==> src/sv/apsa_pkg.sv <==
// Shared types, codes and constants for the pass-one symbol allocator.
package apsa_pkg;

   // Default sizing, handed to the top-level parameters
   localparam int OPCODE_DEPTH_DEFAULT = 32;
   localparam int SYMBOL_DEPTH_DEFAULT = 32;
   localparam int ADDRESS_BITS_DEFAULT = 24;

   // Fixed field widths
   localparam int OPERATION_BITS = 2;
   localparam int TEXT_BITS      = 64;
   localparam int VALUE_BITS     = 24;
   localparam int LENGTH_BITS    = 5;
   localparam int CHAR_BITS      = 8;
   localparam int STATUS_BITS    = 3;
   localparam int OUT_ADDR_BITS  = 24;
   localparam int COUNT_BITS     = 6;

   // Operation codes
   localparam logic [OPERATION_BITS-1:0] OP_LOAD   = 2'd0;
   localparam logic [OPERATION_BITS-1:0] OP_START  = 2'd1;
   localparam logic [OPERATION_BITS-1:0] OP_SOURCE = 2'd2;
   localparam logic [OPERATION_BITS-1:0] OP_END    = 2'd3;

   // Result status codes
   localparam logic [STATUS_BITS-1:0] STATUS_OK       = 3'd0;
   localparam logic [STATUS_BITS-1:0] STATUS_DUP      = 3'd1;
   localparam logic [STATUS_BITS-1:0] STATUS_SYM_FULL = 3'd2;
   localparam logic [STATUS_BITS-1:0] STATUS_HALTED   = 3'd3;
   localparam logic [STATUS_BITS-1:0] STATUS_OP_FULL  = 3'd4;

   // Directive names, first character in the low byte
   localparam logic [TEXT_BITS-1:0] TEXT_WORD = 64'h0000_0000_4452_4F57;
   localparam logic [TEXT_BITS-1:0] TEXT_RESW = 64'h0000_0000_5753_4552;
   localparam logic [TEXT_BITS-1:0] TEXT_RESB = 64'h0000_0000_4253_4552;
   localparam logic [TEXT_BITS-1:0] TEXT_BYTE = 64'h0000_0000_4554_5942;

   localparam logic [CHAR_BITS-1:0] CHAR_UPPER_C = 8'h43;
   localparam logic [CHAR_BITS-1:0] CHAR_LOWER_C = 8'h63;

   localparam int WORD_BYTES = 3;
   localparam logic [LENGTH_BITS-1:0] BYTE_OVERHEAD = 5'd3;

   // Controller states
   typedef enum logic [1:0] {
      CTL_IDLE,
      CTL_SCAN,
      CTL_COMMIT
   } ctl_state_type;

   // Controller to datapath
   typedef struct packed {
      logic load_item;
      logic scan_start;
      logic scan_run;
      logic commit;
   } dp_cmd_type;

   // Datapath to controller
   typedef struct packed {
      logic scan_done;
      logic halted;
      logic out_free;
   } dp_status_type;

endpackage

==> src/sv/apsa_ctrl.sv <==
// Controller state machine: accept, table scan, commit.
module apsa_ctrl import apsa_pkg::*; (
   input  logic                      clock,
   input  logic                      reset,
   input  logic                      req_valid,
   input  logic [OPERATION_BITS-1:0] req_operation,
   output logic                      req_ready,
   input  dp_status_type             status,
   output dp_cmd_type                cmd
);

   ctl_state_type state_ff, state_in;
   logic          needs_scan;

   // Only a live source statement needs the table scans
   assign needs_scan = (req_operation == OP_SOURCE) && !status.halted;

   always_ff @(posedge clock) begin
      if (reset) begin
         state_ff <= CTL_IDLE;
      end else begin
         state_ff <= state_in;
      end
   end

   always_comb begin
      state_in = state_ff;
      unique case (state_ff)
         CTL_IDLE: begin
            if (req_valid) begin
               state_in = needs_scan ? CTL_SCAN : CTL_COMMIT;
            end
         end
         CTL_SCAN: begin
            if (status.scan_done) begin
               state_in = CTL_COMMIT;
            end
         end
         CTL_COMMIT: begin
            if (status.out_free) begin
               state_in = CTL_IDLE;
            end
         end
         default: state_in = CTL_IDLE;
      endcase
   end

   always_comb begin
      req_ready      = 1'b0;
      cmd.load_item  = 1'b0;
      cmd.scan_start = 1'b0;
      cmd.scan_run   = 1'b0;
      cmd.commit     = 1'b0;
      unique case (state_ff)
         CTL_IDLE: begin
            req_ready      = 1'b1;
            cmd.load_item  = req_valid;
            cmd.scan_start = req_valid && needs_scan;
         end
         CTL_SCAN: begin
            cmd.scan_run = 1'b1;
         end
         CTL_COMMIT: begin
            cmd.commit = status.out_free;
         end
         default: ;
      endcase
   end

endmodule

==> config.mk <==
export PLATFORM = sky130hd
export DESIGN_NAME = apsa_ctrl
export DESIGN_NICKNAME = d
export VERILOG_FILES = /design/src/sv/apsa_pkg.sv /design/src/sv/apsa_ctrl.sv
export SDC_FILE = /design/constraint.sdc
export NUM_CORES = 1
export LEC_CHECK = 0
export BUFFER_PORTS_ARGS = -buffer_cell sky130_fd_sc_hd__buf_2
export CAP_MARGIN = 10
export CORE_AREA = 4 4 41 43
export CTS_BUF_LIST = sky130_fd_sc_hd__clkbuf_4 sky130_fd_sc_hd__clkbuf_8
export CTS_CLUSTER_SIZE = 40
export DETAILED_ROUTE_END_ITERATION = 12
export DIE_AREA = 0 0 45 47
export GPL_TIMING_DRIVEN = 0
export MAX_ROUTING_LAYER = met4
export SETUP_SLACK_MARGIN = 0.2
export SYNTH_ARGS = -nofsm -noshare
export SYNTH_HDL_FRONTEND = slang
export SYNTH_SLANG_ARGS = --single-unit
export TNS_END_PERCENT = 100
==> constraint.sdc <==
create_clock -name clock -period 1.5 [get_ports clock]
set_input_delay 0.075 -clock clock [delete_from_list [all_inputs] [get_ports clock]]
set_output_delay 0.075 -clock clock [all_outputs]
set_load 0.02 [all_outputs]
After elaboration in Yosys (flattened, before gate mapping)

Cells that the tools add are included.

Equality and inequality tests: 6
Multiplexer cells: 9
Reductions and logical operators: 5

Operators by type and width:

| kind               | number |
|---|---|
| $mux 2             | 5 |
| $ne 2x2->1 const B | 3 |
| $pmux 2 s3         | 1 |
| $eq 2x2->1 const B | 2 |
| $mux 1             | 3 |
| $reduce_and 3->1   | 1 |
| $eq 2x1->1 const B | 1 |
| $logic_and 1x1->1  | 2 |
| $logic_not 2->1    | 1 |
| $logic_not 1->1    | 1 |

Flip-flop bits (word level): 2
Input port bits: 8
Output and inout port bits: 5
Logic and storage cells: 21

Logic depth before layout (Yosys ltp)

Depth after elaboration: 5
Mapped depth: 3
Gate-level depth less buffers: 3

Worst setup path before layout

Ideal clock, no wire load.

Path type: register -> output
Start point: register state_ff[0]
End point: output cmd[2] (netlist name)
Arrival time: 1296 ps
Required time: 1425 ps
Path slack: 129 ps
Cell stages (with the launch flop): 3
Buffers on the path: 0
Cell sequence: dfxtp_1 > nor3b_1 > and2b_2

RTL lines:

| item                     | line            | source |
|---|---|---|
| start: declaration       | apsa_ctrl.sv:12 | `ctl_state_type state_ff, state_in;` |
| start signal: assignment | apsa_ctrl.sv:22 | `state_ff <= state_in;` |
| end: declaration         | apsa_ctrl.sv:9  | `output dp_cmd_type cmd` |

==> results.md <==
- The sequential area share after synthesis is 30.77%.
- In this run the tightest slew margin relative to its limit is 84.47%.
- The tree is rooted in a sky130_fd_sc_hd__clkbuf_4.
- By area, the combinational part of the netlist is dominated by simple AND/OR/NAND/NOR gates.
- The number of synthesized register bits is 2.
- The layout filler cell count is 157.
- The library cell used most frequently in the layout, excluding fill and tap cells, is sky130_fd_sc_hd__buf_2.
- The final layout net count is 40.
- Global routing used ~4.7% of the available tracks.
- The first global-routing pass estimated 607 µm of wire.
- The minimum period implied by the final worst setup slack is 1.209 ns.
- The final antenna-violating net count is 0.
- In this run the power density over the cells is approximately 960 nW/µm².
- The worst setup path is of the reg2out kind.
- No sink is reached through more buffers than the 2 on the longest clock path.
- The hold violation count in the final report is 0.
- The worst-path maximum fanout is 7.
- Leaving out fill and tap cells, the most frequent cells in the layout are 12 x sky130_fd_sc_hd__buf_2, 3 x sky130_fd_sc_hd__nor2_1, 3 x sky130_fd_sc_hd__clkbuf_4, 2 x sky130_fd_sc_hd__or3b_1.
- The number of max-slew violations in the final report is 0.
- The area fraction in and, or, nand and nor cells after synthesis is 52.88%.
- STA classifies the critical path endpoint as an output pin.
- Walking the worst path, the cells encountered are nor3b_2 > and2b_2 > buf_2.
- The xor and xnor area share after synthesis is 0%.
- Entering global routing, the biggest net connects 8 pins.
- Measured against the total synthesized area, the mux share comes to 0%.
- The largest area contributor in the netlist is sky130_fd_sc_hd__dfxtp_1.
- For this run, design rule violations remaining after detail routing come to 0.
- The final weighted congestion in routability-driven placement is about 0.73.
- The first routing iteration left 2 violations.
- The clock insertion delay at the later pin of the skew report is 0.23 ns.
- More flip-flops sit in one register than any other, and that register is state_ff.
- The initial utilization of the core area, before any placement, comes to 10.00%.
- The worst-case IR drop observed on VDD is 95.04 µV.
- Dividing the detail-routed wire length by the instance count gives 8.933 µm.
- In the final layout, the registers with the most flip-flops are state_ff: 2 flops.
- The first detailed-routing pass ran for 2 iterations.
- The wire-length estimate of the detail-placed layout is 310 µm.
- The total of buffers placed on input and output ports is 12.
- The number of max-capacitance violations reported is 0.
- When the netlist entered floorplanning its net count stood at 23.
- Relative to the synthesized area, the layout overhead comes to 82.69%.
- Adding up every negative setup slack in the final design gives 0 ns.
- The worst hold path was traced through 2 stages.
- The die is roughly 47 µm tall.
- The number of flip-flops in the largest register is 2.
- The final setup violation count is 0.
- The part of the cycle the worst path needs is 80.61%.
- The clock drives 2 sinks.
- The cell area that synthesis handed to floorplanning was 130.1 µm².
- After detailed routing, the number of vias per cell comes to 3.667.
- Setup repair after global routing left no endpoint under its margin.
- Counting every instance in the synthesized netlist gives 15.
- In this run the biggest area consumer among cell types represents between 30% and 40% of the synthesized area.
- The Yosys step of the flow raised 0 warnings.
- The number of setup buffers added after CTS is 0.
- On the final layout, the worst clock skew is 0.003620 ns.
- The fraction of the core area covered by cells at the end of the flow is 18.27%.
- Summing over every cut layer, the via total after detailed routing is 165.
- The die width is 45 µm.
- The wire length reported by the detailed router is 402 µm.
- The slew at the pin closest to its max-slew limit is ~0.23 ns.
- The run finished with clean final reports.
- Clock-pin slew was measured on the worst setup and hold paths at 0.03 ns.
- STA classifies the critical path startpoint as a flop.
- The initial antenna violation count is 0.
- For the worst setup path, the data required time is about 1.4 ns.
- The critical path's largest stage delay is 0.35 ns.
- The total overflow reported by the global router is 0.
- The path depth of the worst reg2reg path is 2.
- The total leakage power is 0.1147 nW.
- The die covers 2115 µm².
- The number of I/O pins is 13.
- The region available for standard cell placement spans 1301 µm².
- In this run the number of H-tree levels came out at 1.
- The critical path's slowest cell is sky130_fd_sc_hd__dfxtp_1.
- After synthesis, the netlist uses 10 different library cells.
- The number of core rows is 13.
- Timing would allow up to 827.0 MHz.
- The repair_antennas step left the layout with diodes totalling 0.
- For the worst setup path, the data arrival time is 1.13 ns.
- The area fraction in compound gates after synthesis is 16.35%.
- A synthesized cell averages 8.675 µm².
- In this run the worst hold path is classified as in2reg.
- Ranked by total cell area, the synthesized netlist is headed by sky130_fd_sc_hd__dfxtp_1 31%, sky130_fd_sc_hd__or3b_1 13%, sky130_fd_sc_hd__nor3b_1 12%, sky130_fd_sc_hd__a211oi_2 9.6%, sky130_fd_sc_hd__nor2_1 8.7%.
- The share of cells above drive strength 1 is 63.33%.
- After Yosys synthesis, full adders, half adders and majority gates account for 0% of the synthesized area.
- The number of buffers inserted during clock tree synthesis is 3.
- The CTS tree is done.
- The number of global-route vias before repair is 154.
-- critical path: cells and delay by family (launching register included) --
kind	cells	cell delay (ns)
buffers and inverters	1	0.15
flip-flops	1	0.35
AND/OR/NAND/NOR	2	0.40
-- per-layer routing --
layer,vias up,wire (µm),part of all wire [%],track usage (%)
met4,0,17,4.2,7.018
met3,2,50,12,2.299
met1,69,166,41,4.751
met5,-,0,0,-
li1,84,-,-,-
met2,10,168,42,5.367
-- report_power, final --
| part | internal (mW) | switching (mW) | leakage [nW] |
|---|---|---|---|
| clock | 0.0886 | 0.0350 | 0.0138 |
| combinational | 0.0204 | 0.0216 | 0.0842 |
| sequential | 0.0570 | 0.00495 | 0.0167 |
| total | 0.166 | 0.0615 | 0.115 |
-- per-stage QoR --
step	worst slack [ns]	total power, mW	cell area [µm²]	instances	hold WS (ns)
6_report	0.2908	0.2276	237.7	45	0.02896
5_1_grt	0.2116	0.2517	237.7	45	0.02159
4_1_cts	0.2569	0.2375	236.5	45	0.01632
3_5_place_dp	0.2446	0.1044	214.0	42	0.2615
3_3_place_gp	0.2624	0.1044	214.0	42	0.2610
2_1_floorplan	0.4009	0.08524	135.1	15	0.1396
-- what timing repair did --
item / CTS / global route
hold buffers: 0 / 0
setup endpoints to repair: 0 / 1
gates resized for setup: 0 / 1
-- path summary, 6_finish.rpt --
| check | slack (ns) | end | startpoint |
|---|---|---|---|
| worst max-delay path | 0.29 | cmd[2] | state_ff[0] |
| worst max register to register | 0.51 | state_ff[0] | state_ff[0] |
| worst min register to register | 0.48 | state_ff[0] | state_ff[1] |
| worst min-delay path | 0.03 | state_ff[1] | reset |
-- logic make-up (layout without fill, tap and decap cells) --
group | count (synthesis) | after routing
simple gates | 11 | 11
flops | 2 | 2
compound gates | 2 | 2
buf+inv | 0 | 15
-- cell usage after synthesis --
master                     n
sky130_fd_sc_hd__a211oi_2  1
sky130_fd_sc_hd__dfxtp_1   2
sky130_fd_sc_hd__and2b_2   1
sky130_fd_sc_hd__nand2b_1  1
sky130_fd_sc_hd__or3b_1    2
sky130_fd_sc_hd__nand2_1   1
sky130_fd_sc_hd__a221oi_1  1
sky130_fd_sc_hd__nor2b_1   1
sky130_fd_sc_hd__nor2_1    3
sky130_fd_sc_hd__nor3b_1   2
-- layout make-up --
cell class              count  area, µm²  area share [%]
multi-input cells          13      95.09           40.00
well taps                  15      18.77           7.895
flip-flops and latches      2      41.29           17.37
repair buffers             12      60.06           25.26
clock buffers               3      22.52           9.474
Power figures use the tool's default switching activity.
