===== config.mk =====
export PLATFORM = sky130hd
export DESIGN_NAME = apsa_datapath
export DESIGN_NICKNAME = d
export VERILOG_FILES = /design/src/sv/apsa_pkg.sv /design/src/sv/apsa_ram.sv /design/src/sv/apsa_datapath.sv
export SDC_FILE = /design/constraint.sdc
export NUM_CORES = 2
export LEC_CHECK = 0
export BUFFER_PORTS_ARGS = -buffer_cell sky130_fd_sc_hd__buf_2
export CELL_PAD_IN_SITES_DETAIL_PLACEMENT = 1
export CELL_PAD_IN_SITES_GLOBAL_PLACEMENT = 1
export CORE_MARGIN = 2
export CORE_UTILIZATION = 55
export CTS_CLUSTER_SIZE = 30
export DETAILED_ROUTE_END_ITERATION = 6
export PLACE_DENSITY = 0.83
export SYNTH_ARGS = -nofsm -noshare
export SYNTH_HDL_FRONTEND = slang
export SYNTH_SLANG_ARGS = --single-unit

===== constraint.sdc =====
create_clock -name clock -period 10.6 [get_ports clock]
set_input_delay 0.53 -clock clock [delete_from_list [all_inputs] [get_ports clock]]
set_output_delay 0.53 -clock clock [all_outputs]
set_load 0.1 [all_outputs]

===== src/sv/apsa_pkg.sv =====
// Shared types, codes and constants for the pass-one symbol allocator.
package apsa_pkg;

   // Default sizing, handed to the top-level parameters
   localparam int OPCODE_DEPTH_DEFAULT = 32;
   localparam int SYMBOL_DEPTH_DEFAULT = 32;
   localparam int ADDRESS_BITS_DEFAULT = 24;

   // Fixed field widths
   localparam int OPERATION_BITS = 2;
   localparam int TEXT_BITS      = 64;
   localparam int VALUE_BITS     = 24;
   localparam int LENGTH_BITS    = 5;
   localparam int CHAR_BITS      = 8;
   localparam int STATUS_BITS    = 3;
   localparam int OUT_ADDR_BITS  = 24;
   localparam int COUNT_BITS     = 6;

   // Operation codes
   localparam logic [OPERATION_BITS-1:0] OP_LOAD   = 2'd0;
   localparam logic [OPERATION_BITS-1:0] OP_START  = 2'd1;
   localparam logic [OPERATION_BITS-1:0] OP_SOURCE = 2'd2;
   localparam logic [OPERATION_BITS-1:0] OP_END    = 2'd3;

   // Result status codes
   localparam logic [STATUS_BITS-1:0] STATUS_OK       = 3'd0;
   localparam logic [STATUS_BITS-1:0] STATUS_DUP      = 3'd1;
   localparam logic [STATUS_BITS-1:0] STATUS_SYM_FULL = 3'd2;
   localparam logic [STATUS_BITS-1:0] STATUS_HALTED   = 3'd3;
   localparam logic [STATUS_BITS-1:0] STATUS_OP_FULL  = 3'd4;

   // Directive names, first character in the low byte
   localparam logic [TEXT_BITS-1:0] TEXT_WORD = 64'h0000_0000_4452_4F57;
   localparam logic [TEXT_BITS-1:0] TEXT_RESW = 64'h0000_0000_5753_4552;
   localparam logic [TEXT_BITS-1:0] TEXT_RESB = 64'h0000_0000_4253_4552;
   localparam logic [TEXT_BITS-1:0] TEXT_BYTE = 64'h0000_0000_4554_5942;

   localparam logic [CHAR_BITS-1:0] CHAR_UPPER_C = 8'h43;
   localparam logic [CHAR_BITS-1:0] CHAR_LOWER_C = 8'h63;

   localparam int WORD_BYTES = 3;
   localparam logic [LENGTH_BITS-1:0] BYTE_OVERHEAD = 5'd3;

   // Controller states
   typedef enum logic [1:0] {
      CTL_IDLE,
      CTL_SCAN,
      CTL_COMMIT
   } ctl_state_type;

   // Controller to datapath
   typedef struct packed {
      logic load_item;
      logic scan_start;
      logic scan_run;
      logic commit;
   } dp_cmd_type;

   // Datapath to controller
   typedef struct packed {
      logic scan_done;
      logic halted;
      logic out_free;
   } dp_status_type;

endpackage


===== src/sv/apsa_ram.sv =====
// Generic single-write, single-read RAM with registered read data.
module apsa_ram #(
   parameter int WIDTH = 64,
   parameter int DEPTH = 32
) (
   input  logic                     clock,
   input  logic                     wr_en,
   input  logic [$clog2(DEPTH)-1:0] wr_addr,
   input  logic [WIDTH-1:0]         wr_data,
   input  logic [$clog2(DEPTH)-1:0] rd_addr,
   output logic [WIDTH-1:0]         rd_data
);

   logic [WIDTH-1:0] mem_ff [DEPTH];
   logic [WIDTH-1:0] rd_data_ff;

   always_ff @(posedge clock) begin
      if (wr_en) begin
         mem_ff[wr_addr] <= wr_data;
      end
      rd_data_ff <= mem_ff[rd_addr];
   end

   assign rd_data = rd_data_ff;

endmodule


===== src/sv/apsa_datapath.sv =====
// Datapath: item registers, table RAMs, scan counter, counters and result register.
module apsa_datapath import apsa_pkg::*; #(
   parameter int OPCODE_DEPTH = OPCODE_DEPTH_DEFAULT,
   parameter int SYMBOL_DEPTH = SYMBOL_DEPTH_DEFAULT,
   parameter int ADDRESS_BITS = ADDRESS_BITS_DEFAULT
) (
   input  logic                      clock,
   input  logic                      reset,
   input  dp_cmd_type                cmd,
   output dp_status_type             status,
   input  logic [OPERATION_BITS-1:0] req_operation,
   input  logic                      req_label_present,
   input  logic [TEXT_BITS-1:0]      req_label_text,
   input  logic [TEXT_BITS-1:0]      req_mnemonic_text,
   input  logic [VALUE_BITS-1:0]     req_operand_value,
   input  logic [LENGTH_BITS-1:0]    req_operand_length,
   input  logic [CHAR_BITS-1:0]      req_operand_first_char,
   input  logic                      rsp_ready,
   output logic                      rsp_valid,
   output logic [STATUS_BITS-1:0]    rsp_status,
   output logic [OUT_ADDR_BITS-1:0]  rsp_address,
   output logic [OUT_ADDR_BITS-1:0]  rsp_program_length,
   output logic [OUT_ADDR_BITS-1:0]  rsp_object_bytes,
   output logic [COUNT_BITS-1:0]     rsp_symbol_count
);

   localparam int OP_AW     = $clog2(OPCODE_DEPTH);
   localparam int SYM_AW    = $clog2(SYMBOL_DEPTH);
   localparam int OP_CW     = $clog2(OPCODE_DEPTH + 1);
   localparam int SYM_CW    = $clog2(SYMBOL_DEPTH + 1);
   localparam int MAX_DEPTH = (OPCODE_DEPTH > SYMBOL_DEPTH) ? OPCODE_DEPTH : SYMBOL_DEPTH;
   localparam int SCAN_W    = $clog2(MAX_DEPTH + 1);

   localparam logic [OP_CW-1:0]        OP_FULL    = OP_CW'(OPCODE_DEPTH);
   localparam logic [SYM_CW-1:0]       SYM_FULL   = SYM_CW'(SYMBOL_DEPTH);
   localparam logic [ADDRESS_BITS-1:0] WORD_SIZE  = ADDRESS_BITS'(WORD_BYTES);

   // Latched item
   logic [OPERATION_BITS-1:0] op_ff;
   logic                      label_present_ff;
   logic [TEXT_BITS-1:0]      label_ff;
   logic [TEXT_BITS-1:0]      mnem_ff;
   logic [VALUE_BITS-1:0]     value_ff;
   logic [LENGTH_BITS-1:0]    olen_ff;
   logic [CHAR_BITS-1:0]      first_ff;

   // Assembler state
   logic [OP_CW-1:0]        op_count_ff;
   logic [SYM_CW-1:0]       sym_total_ff;
   logic [ADDRESS_BITS-1:0] lc_ff;
   logic [ADDRESS_BITS-1:0] start_ff;
   logic [ADDRESS_BITS-1:0] code_ff;
   logic                    halted_ff;

   // Scan state
   logic [SCAN_W-1:0] idx_ff, idx_in;
   logic              sym_iss_ff, op_iss_ff;
   logic              sym_hit_ff, op_hit_ff;
   logic [SCAN_W-1:0] sym_lim, op_lim;
   logic              sym_iss_now, op_iss_now;

   logic [TEXT_BITS-1:0] sym_rd_data, op_rd_data;

   // Result register
   logic                     rsp_valid_ff;
   logic [STATUS_BITS-1:0]   rsp_status_ff;
   logic [OUT_ADDR_BITS-1:0] rsp_address_ff;
   logic [OUT_ADDR_BITS-1:0] rsp_length_ff;
   logic [OUT_ADDR_BITS-1:0] rsp_bytes_ff;
   logic [COUNT_BITS-1:0]    rsp_count_ff;

   // Commit values
   logic [STATUS_BITS-1:0]  status_in;
   logic [ADDRESS_BITS-1:0] addr_in, lc_in, start_in, code_in;
   logic [ADDRESS_BITS-1:0] length_in;
   logic [OP_CW-1:0]        op_count_in;
   logic [SYM_CW-1:0]       sym_total_in;
   logic                    halted_in;
   logic                    op_we, sym_we;
   logic [ADDRESS_BITS-1:0] loc_add, code_add;
   logic [LENGTH_BITS-1:0]  byte_len;
   logic [VALUE_BITS+1:0]   resw_size;

   always_ff @(posedge clock) begin
      if (cmd.load_item) begin
         op_ff            <= req_operation;
         label_present_ff <= req_label_present;
         label_ff         <= req_label_text;
         mnem_ff          <= req_mnemonic_text;
         value_ff         <= req_operand_value;
         olen_ff          <= req_operand_length;
         first_ff         <= req_operand_first_char;
      end
   end

   // Scan both tables in lockstep; each issued read is compared in the cycle after its issue
   assign sym_lim     = label_present_ff ? SCAN_W'(sym_total_ff) : '0;
   assign op_lim      = SCAN_W'(op_count_ff);
   assign sym_iss_now = cmd.scan_run && (idx_ff < sym_lim);
   assign op_iss_now  = cmd.scan_run && (idx_ff < op_lim);
   assign idx_in      = idx_ff + SCAN_W'(sym_iss_now || op_iss_now);

   assign status.scan_done = cmd.scan_run && !sym_iss_now && !op_iss_now &&
                             !sym_iss_ff && !op_iss_ff;
   assign status.halted    = halted_ff;
   assign status.out_free  = !rsp_valid_ff || rsp_ready;

   always_ff @(posedge clock) begin
      if (reset) begin
         idx_ff     <= '0;
         sym_iss_ff <= 1'b0;
         op_iss_ff  <= 1'b0;
         sym_hit_ff <= 1'b0;
         op_hit_ff  <= 1'b0;
      end else if (cmd.scan_start) begin
         idx_ff     <= '0;
         sym_iss_ff <= 1'b0;
         op_iss_ff  <= 1'b0;
         sym_hit_ff <= 1'b0;
         op_hit_ff  <= 1'b0;
      end else begin
         idx_ff     <= idx_in;
         sym_iss_ff <= sym_iss_now;
         op_iss_ff  <= op_iss_now;
         if (sym_iss_ff && (sym_rd_data == label_ff)) begin
            sym_hit_ff <= 1'b1;
         end
         if (op_iss_ff && (op_rd_data == mnem_ff)) begin
            op_hit_ff <= 1'b1;
         end
      end
   end

   apsa_ram #(
      .WIDTH (TEXT_BITS),
      .DEPTH (OPCODE_DEPTH)
   ) u_opcode_ram (
      .clock   (clock),
      .wr_en   (op_we),
      .wr_addr (op_count_ff[OP_AW-1:0]),
      .wr_data (mnem_ff),
      .rd_addr (idx_ff[OP_AW-1:0]),
      .rd_data (op_rd_data)
   );

   apsa_ram #(
      .WIDTH (TEXT_BITS),
      .DEPTH (SYMBOL_DEPTH)
   ) u_symbol_ram (
      .clock   (clock),
      .wr_en   (sym_we),
      .wr_addr (sym_total_ff[SYM_AW-1:0]),
      .wr_data (label_ff),
      .rd_addr (idx_ff[SYM_AW-1:0]),
      .rd_data (sym_rd_data)
   );

   // Statement size
   always_comb begin
      byte_len = (olen_ff >= BYTE_OVERHEAD) ? (olen_ff - BYTE_OVERHEAD) : '0;
      if ((first_ff != CHAR_UPPER_C) && (first_ff != CHAR_LOWER_C)) begin
         byte_len = byte_len >> 1;
      end
      resw_size = {2'b00, value_ff} + {1'b0, value_ff, 1'b0};
      loc_add   = '0;
      code_add  = '0;
      if (op_hit_ff || (mnem_ff == TEXT_WORD)) begin
         loc_add  = WORD_SIZE;
         code_add = WORD_SIZE;
      end else if (mnem_ff == TEXT_RESW) begin
         loc_add = ADDRESS_BITS'(resw_size);
      end else if (mnem_ff == TEXT_RESB) begin
         loc_add = ADDRESS_BITS'(value_ff);
      end else if (mnem_ff == TEXT_BYTE) begin
         loc_add  = ADDRESS_BITS'(byte_len);
         code_add = ADDRESS_BITS'(byte_len);
      end
   end

   // Commit: state updates and result of the latched item
   always_comb begin
      status_in    = STATUS_OK;
      addr_in      = lc_ff;
      lc_in        = lc_ff;
      start_in     = start_ff;
      code_in      = code_ff;
      op_count_in  = op_count_ff;
      sym_total_in = sym_total_ff;
      halted_in    = halted_ff;
      op_we        = 1'b0;
      sym_we       = 1'b0;
      unique case (op_ff)
         OP_START: begin
            halted_in    = 1'b0;
            start_in     = ADDRESS_BITS'(value_ff);
            lc_in        = ADDRESS_BITS'(value_ff);
            addr_in      = ADDRESS_BITS'(value_ff);
            code_in      = '0;
            sym_total_in = '0;
         end
         OP_LOAD: begin
            if (halted_ff) begin
               status_in = STATUS_HALTED;
            end else if (op_count_ff != OP_FULL) begin
               op_we       = cmd.commit;
               op_count_in = op_count_ff + OP_CW'(1);
            end else begin
               status_in = STATUS_OP_FULL;
            end
         end
         OP_SOURCE: begin
            if (halted_ff) begin
               status_in = STATUS_HALTED;
            end else if (label_present_ff && sym_hit_ff) begin
               status_in = STATUS_DUP;
               halted_in = 1'b1;
            end else begin
               if (label_present_ff) begin
                  if (sym_total_ff != SYM_FULL) begin
                     sym_we       = cmd.commit;
                     sym_total_in = sym_total_ff + SYM_CW'(1);
                  end else begin
                     status_in = STATUS_SYM_FULL;
                  end
               end
               lc_in   = lc_ff + loc_add;
               code_in = code_ff + code_add;
            end
         end
         OP_END: begin
            if (halted_ff) begin
               status_in = STATUS_HALTED;
            end
         end
         default: ;
      endcase
   end

   // Program length wraps at the address width before it is widened
   assign length_in = lc_in - start_in;

   always_ff @(posedge clock) begin
      if (reset) begin
         op_count_ff  <= '0;
         sym_total_ff <= '0;
         lc_ff        <= '0;
         start_ff     <= '0;
         code_ff      <= '0;
         halted_ff    <= 1'b0;
      end else if (cmd.commit) begin
         op_count_ff  <= op_count_in;
         sym_total_ff <= sym_total_in;
         lc_ff        <= lc_in;
         start_ff     <= start_in;
         code_ff      <= code_in;
         halted_ff    <= halted_in;
      end
   end

   // Result register: hold until taken, reload on the next commit
   always_ff @(posedge clock) begin
      if (reset) begin
         rsp_valid_ff <= 1'b0;
      end else if (cmd.commit) begin
         rsp_valid_ff <= 1'b1;
      end else if (rsp_ready) begin
         rsp_valid_ff <= 1'b0;
      end
   end

   always_ff @(posedge clock) begin
      if (cmd.commit) begin
         rsp_status_ff  <= status_in;
         rsp_address_ff <= OUT_ADDR_BITS'(addr_in);
         rsp_length_ff  <= OUT_ADDR_BITS'(length_in);
         rsp_bytes_ff   <= OUT_ADDR_BITS'(code_in);
         rsp_count_ff   <= COUNT_BITS'(sym_total_in);
      end
   end

   assign rsp_valid          = rsp_valid_ff;
   assign rsp_status         = rsp_status_ff;
   assign rsp_address        = rsp_address_ff;
   assign rsp_program_length = rsp_length_ff;
   assign rsp_object_bytes   = rsp_bytes_ff;
   assign rsp_symbol_count   = rsp_count_ff;

endmodule


# Word-level counts from Yosys, hierarchy flattened
# Memories as Yosys holds them, arrays and structs flattened. A register that Yosys moved wholly into a read port is not among the register bits.
# Index checks and enable logic that the tools add are counted.
[totals] register_bits=345 latch_bits=0 mem_bits_rw=4096 rom_bits=0 inputBits=175 out_inout_bits=85 n_memories=2
[op_classes] addsub=8 mul=0 n_div=0 magnitude_cmp=3 eq_ne=13 n_shift=0 mux=48 bitwise_logic=1 reduce_logical=24
[memory_table] name="u_opcode_ram.mem_ff" depth=32 word_bits=64 rd=1 rd_ports_with_merged_regs=1 write_ports=1 line="apsa_ram.sv:14" text="logic [WIDTH-1:0] mem_ff [DEPTH];"
[memory_table] name="u_symbol_ram.mem_ff" depth=32 word_bits=64 rd=1 rd_ports_with_merged_regs=1 write_ports=1 line="apsa_ram.sv:14"
[ops] op="64-bit by 31-bit == test with 1-bit output (second input constant)" n=4
[ops] op="24-bit two-way mux" n=9
[ops] op="64-bit == test" n=2
[ops] op="24-bit one-hot mux with 2 select lines" n=2
[ops] op="24-bit adder" n=3
[ops] op="5-bit two-way mux" n=6
[ops] op="6-bit two-way mux" n=5
[ops] op="24-bit subtractor" n=1
[ops] op="1-bit two-way mux" n=16
[ops] op="8-bit by 7-bit != test with 1-bit output (second input constant)" n=2
[ops] op="6-bit by 1-bit adder with 6-bit output (second input constant)" n=2
[ops] op="6-bit less-than comparator" n=2
[ops] op="6-bit != test (second input constant)" n=2
[ops] op="6-bit one-hot mux with 2 select lines" n=1
[ops] op="1-bit logical AND" n=10
[ops] op="2-bit two-way mux" n=5
[ops] op="3-bit one-hot mux with 3 select lines" n=1
[ops] op="6-bit by 1-bit adder with 6-bit output" n=1
[ops] op="3-bit two-way mux" n=2
[ops] op="5-bit by 2-bit greater-or-equal comparator with 1-bit output (second input constant)" n=1
[ops] op="1-bit logical NOT" n=5
[ops] op="5-bit by 2-bit subtractor with 5-bit output (second input constant)" n=1
[ops] op="2-bit == test (second input constant)" n=2
[ops] op="4-bit AND reduction" n=1
[ops] op="other kinds (8)" n=11

# Depth between registers and ports, before layout
[depth] depth_word=12 ltp_mapped=31 ltp_nobuf=31

# Hierarchy
# Synthesis repeated with hierarchy kept, for this count alone.
[unflattened] hier_cells=8010 area_unflattened_um2=176775.8
[by_module_without_submodules] mod="apsa_ram at u_opcode_ram" instances=1 cells_each=3096 area_each_um2=78964.5 seq_area_each_um2=62780.2
[by_module_without_submodules] mod="apsa_ram at u_symbol_ram" instances=1 cells_each=3097 area_each_um2=78964.5 seq_area_each_um2=62780.2
[by_module_without_submodules] mod="apsa_datapath" instances=1 cells_each=1817 area_each_um2=18846.8 seq_area_each_um2=9369.0

# Worst setup path before layout
# Ideal clock, no wire load.
[synth_path] path_type="reg-to-reg" start="register mnem_ff[62]" end="register rsp_length_ff[23] (netlist: rsp_program_length[23]) (data pin)" t_arrival_ns=6.403 t_required_ns=10.341 setup_slack_ns=3.938 path_stages_with_launch=31 n_path_buf=0 period_less_slack_ns=6.662 path_cell_list="edfxtp_1 > or4b_1 > or4_1 > nor4_1 > and3_1 > nand2_1 > nor2_1 > nor3_1 > or2_1 > a221o_1 > ha_1 > a211o_1 > a21oi_1 > o21ai_0 > nor2b_1 > nor3b_1 > o21bai_1 > a21oi_1 > xnor2_1 > a21oi_1 > o211ai_1 > o21a_1 > ha_1 > and3_1 > and3_1 > o21ai_0 > a311oi_1 > a41oi_1 > a21oi_1 > xnor2_1 > xnor2_1"
[synth_via] elab_chain_cells=10
[synth_rtl] element="from (decl)" line="apsa_datapath.sv:42" text="logic [TEXT_BITS-1:0] mnem_ff;"
[synth_rtl] element="from (signal assigned)" line="apsa_datapath.sv:89" text="mnem_ff <= req_mnemonic_text;"
[synth_rtl] element="64-bit by 31-bit == test with 1-bit output" line="apsa_datapath.sv:174" text="end else if (mnem_ff == TEXT_BYTE) begin"
[synth_rtl] element="5-bit two-way mux" line="apsa_datapath.sv:174"
[synth_rtl] element="24-bit two-way mux" line="apsa_datapath.sv:172" text="end else if (mnem_ff == TEXT_RESB) begin"
[synth_rtl] element="24-bit two-way mux" line="apsa_datapath.sv:170" text="end else if (mnem_ff == TEXT_RESW) begin"
[synth_rtl] element="24-bit two-way mux (*)" line="apsa_datapath.sv:167" text="if (op_hit_ff || (mnem_ff == TEXT_WORD)) begin"
[synth_rtl] element="24-bit adder (*)" line="apsa_datapath.sv:226" text="lc_in = lc_ff + loc_add;"
[synth_rtl] element="24-bit two-way mux (*)" line="apsa_datapath.sv:214" text="end else if (label_present_ff && sym_hit_ff) begin"
[synth_rtl] element="24-bit two-way mux (*)" line="apsa_datapath.sv:212" text="if (halted_ff) begin"
[synth_rtl] element="24-bit one-hot mux with 2 select lines (*)" line="apsa_datapath.sv:192" text="unique case (op_ff)"
[synth_rtl] element="via lc_in[13]" line="apsa_datapath.sv:74" text="logic [ADDRESS_BITS-1:0] addr_in, lc_in, start_in, code_in;"
[synth_rtl] element="24-bit subtractor (*)" line="apsa_datapath.sv:240" text="assign length_in = lc_in - start_in;"
[synth_rtl] element="via length_in[23]" line="apsa_datapath.sv:75" text="logic [ADDRESS_BITS-1:0] length_in;"
[synth_rtl] element="to (signal assigned)" line="apsa_datapath.sv:275" text="rsp_length_ff <= OUT_ADDR_BITS'(length_in);"
[synth_rtl] element="to (decl)" line="apsa_datapath.sv:68" text="logic [OUT_ADDR_BITS-1:0] rsp_length_ff;"
# Mark *: on every way through the listed nets, which the timed path passes. The rest lies on a longest branch.
# A chain may end at the register's enable or synchronous reset.

# Final worst setup path
[layout_path] start="register mnem_ff[29]" end="register rsp_length_ff[23] (netlist: rsp_program_length[23]) (data pin)"
# The elaborated chain is that of the path after synthesis.

==> out/results.tsv <==
metric	value	unit
io_buffer_count	258	
dieArea	0.325	mm^2
clk_latency	1.02	ns
cts_sinks	4568	
ys.flop_type	edfxtp_1	
nNetsFinal	8889	
synth_cell_types	77	
wl	559000	um
placed_cells	12200	
drv_slew	0	
p_int	29600	uW
pin_count	260	
rows	207	
wire_per_inst	42.4	um
start_kind	flop	
antenna_found_initial	28	
layout_common_cells	edfxtp_1, mux4_2, clkbuf_16, buf_2, buf_4	
critPathMaxStageDelay	0.86	ns
critPathCaptureType	flop	
dpl-instance-area	0.184	mm^2
setup_viol_count_final	0	
synth_seq_area_share	76.6	%
synthToLayoutAreaGrowth	13.6	%
worstPathRequired	11.35	ns
grt_max_degree	150	
dp_hpwl	264000	um
vias	93900	
hold_violations	0	
arrival	10.31	ns
cts-htree-levels	5	
cap_viol_max_count	0	
synth.ff_latch_count	4568	
cp_max_fo	34	
grt_pass1_wl	778000	um
hp-class	primary input to flop	
place_congestion	0.883	
post_cts_buffers	0	
drive_gt1_share	29.7	%
postLayoutCellArea	0.200	mm^2
maxSlewHeadroom	10.8	%
syn_inst	7847	
synth_area_per_cell	22.4	um^2
nFillCells	25400	
finalCritPeriodShare	90.2	%
die_w	570	um
core_region_area	0.318	mm^2
grtUsageTotal	34.6	%
final_common_cell	edfxtp_1	
tritoncts	done	
final_antenna_net_count	0	
rsz0062_at_grt	false	
path_clk_slew	0.07	ns
synth-edff-count	4344	
p_sw	8800	uW
p_seq_share	52.9	%
grt_pass1_vias	98500	
p_per_area	192	mW/mm^2
crit_type	flop to flop	
drt_pass1_iterations	6	
avgViaCountPerCell	7.12	
die_h	570	um
cpMostUsedCell	a21oi_1	
period_needed	9.56	ns
overflow	0	
yosys_warnings	0	
ys_async_sr_fraction	0	%
clock_path_buffers	4	
tns	0	ns
fmax	105	MHz
p_leak	0.0621	uW
finalNonFillerCells	13200	
synth_top_area_share	74.1	%
status	finished clean	
ff2ff_setup_slack	1.04	ns
clock_skew	0.0728	ns
power.share.switching	22.9	%
critPathTopFamily	simple AND/OR/NAND/NOR gates	
synth_area	0.176	mm^2
worst_pin_slew	1.34	ns
drc	0	
yosysTopAreaCell	edfxtp_1	
drt_iter0_drc	14700	
critPathBufInv	1	
syn_nets	8125	
combPwrFrac	4.8	%
root_buffer	clkbuf_16	
pwr-share-clk	42.3	%
cts_buffers	433	
synth_area_leaders	edfxtp_1, mux4_2, dfxtp_1	
cpMaxStageDelayCell	edfxtp_1	
ir_drop	0.188	mV
start_util	55.3	%
cts.repair.resized	0	
==> layer usage <==
| layer | vias up | share of wire, % | GRT usage (%) |
|---|---|---|---|
| met3 | 1993 | 11 | 6.26 |
| met5 | - | 0.021 | 0 |
| met1 | 49000 | 32 | 42.4 |
| li1 | 34600 | - | - |
| met4 | 16 | 7.4 | 21.8 |
| met2 | 8279 | 50 | 57.3 |
==> kinds of logic (layout without fill, tap and decap cells) <==
group,after synthesis,in the layout,share of synthesized area [%]
xor gates and xnor gates,173,173,0.861
DFF,4568,4568,76.6
AOI/OAI and AO/OA,416,416,1.53
and+or+nand+nor,647,647,1.70
adders and majority gates,103,103,0.749
buffers and inverters,484,1626,1.03
muxes,1456,1456,17.5
other,0,13,0
==> layout make-up <==
class	count	area, um^2	share of cell area, %
Inverter	114	428	0.214
Multi-Input combinational cell	2795	39800	19.9
Sequential cell	4568	135000	67.5
Clock inverter	219	2340	1.17
Clock buffer	594	12000	6.02
Timing Repair Buffer	699	5220	2.61
Tap cell	4180	5230	2.61
Antenna cell	13	32.5	0.0163
==> sequential cells by signal (all words and copies together), names as in the netlist, 64 cells and up <==
signal                flops
label_ff                 64
u_symbol_ram.rd_data     64
u_symbol_ram.mem_ff    2048
mnem_ff                  64
u_opcode_ram.mem_ff    2048
u_opcode_ram.rd_data     64
==> path summary, 6_finish.rpt <==
kind,start,endpoint,cells past startpoint
worst max-delay path,mnem_ff[29]$_DFFE_PP_,rsp_program_length[23]$_DFFE_PP_,30
worst min-delay path,reset,halted_ff$_SDFFE_PP0P_,3
worst max register to register,mnem_ff[29]$_DFFE_PP_,rsp_program_length[23]$_DFFE_PP_,30
worst min register to register,start_ff[19]$_SDFFE_PP0P_,start_ff[19]$_SDFFE_PP0P_,2
==> worst register-to-register path, delay by kind of cell (launching register included) <==
| family | cells | cell delay (ns) |
|---|---|---|
| buffers and inverters | 1 | 0.29 |
| and+or+nand+nor | 11 | 4.25 |
| xor gates and xnor gates | 3 | 0.39 |
| adders and majority gates | 2 | 0.69 |
| DFF | 1 | 0.86 |
| AOI/OAI and AO/OA | 13 | 2.85 |
==> stage by stage <==
| stage | total power (uW) | util [%] | hold WS (ns) | worst slack (ns) |
|---|---|---|---|---|
| 2_1_floorplan | 21800 | - | 0.436 | 3.94 |
| 3_5_place_dp | 22400 | 57.8 | 0.478 | 1.98 |
| 4_1_cts | 38400 | 62.8 | 0.0467 | 1.38 |
| 3_3_place_gp | 22300 | 57.8 | 0.452 | 2.11 |
| 5_1_grt | 39100 | 62.8 | 0.110 | 0.709 |
| 6_report | 38400 | 62.8 | 0.107 | 1.04 |
==> Yosys cell counts (all sizes together) (9+ instances only) <==
master   instances
o21ai           96
a211oi          41
edfxtp        4344
o21a            11
a21oi          112
a31oi           14
inv            111
nand3           41
mux4          1280
and3             9
nand2          160
or3             18
nor3            33
xnor2           82
dfxtp          224
nand2b          21
nor2b           12
buf             61
a221oi          20
mux2           131
nand4           32
mux2i           45
clkbuf         309
a21o            23
ha              99
nor4            36
o2bb2ai         11
xor2            91
nor2           246
o22ai           14
==> power groups by stage <==
stage	clock network (uW)	registers, uW	logic [uW]
floorplan	0	21000	711
global placement	0	20700	1640
detailed placement	0	20700	1700
CTS	16300	20300	1800
global route	16800	20300	1920
finish	16300	20300	1830
==> repair_timing <==
action / CTS / global route
hold endpoints to repair: 206 / 0
setup endpoints to repair: 0 / 0
hold buffers: 172 / 0
Note: power is estimated with default switching activity, not from simulation.
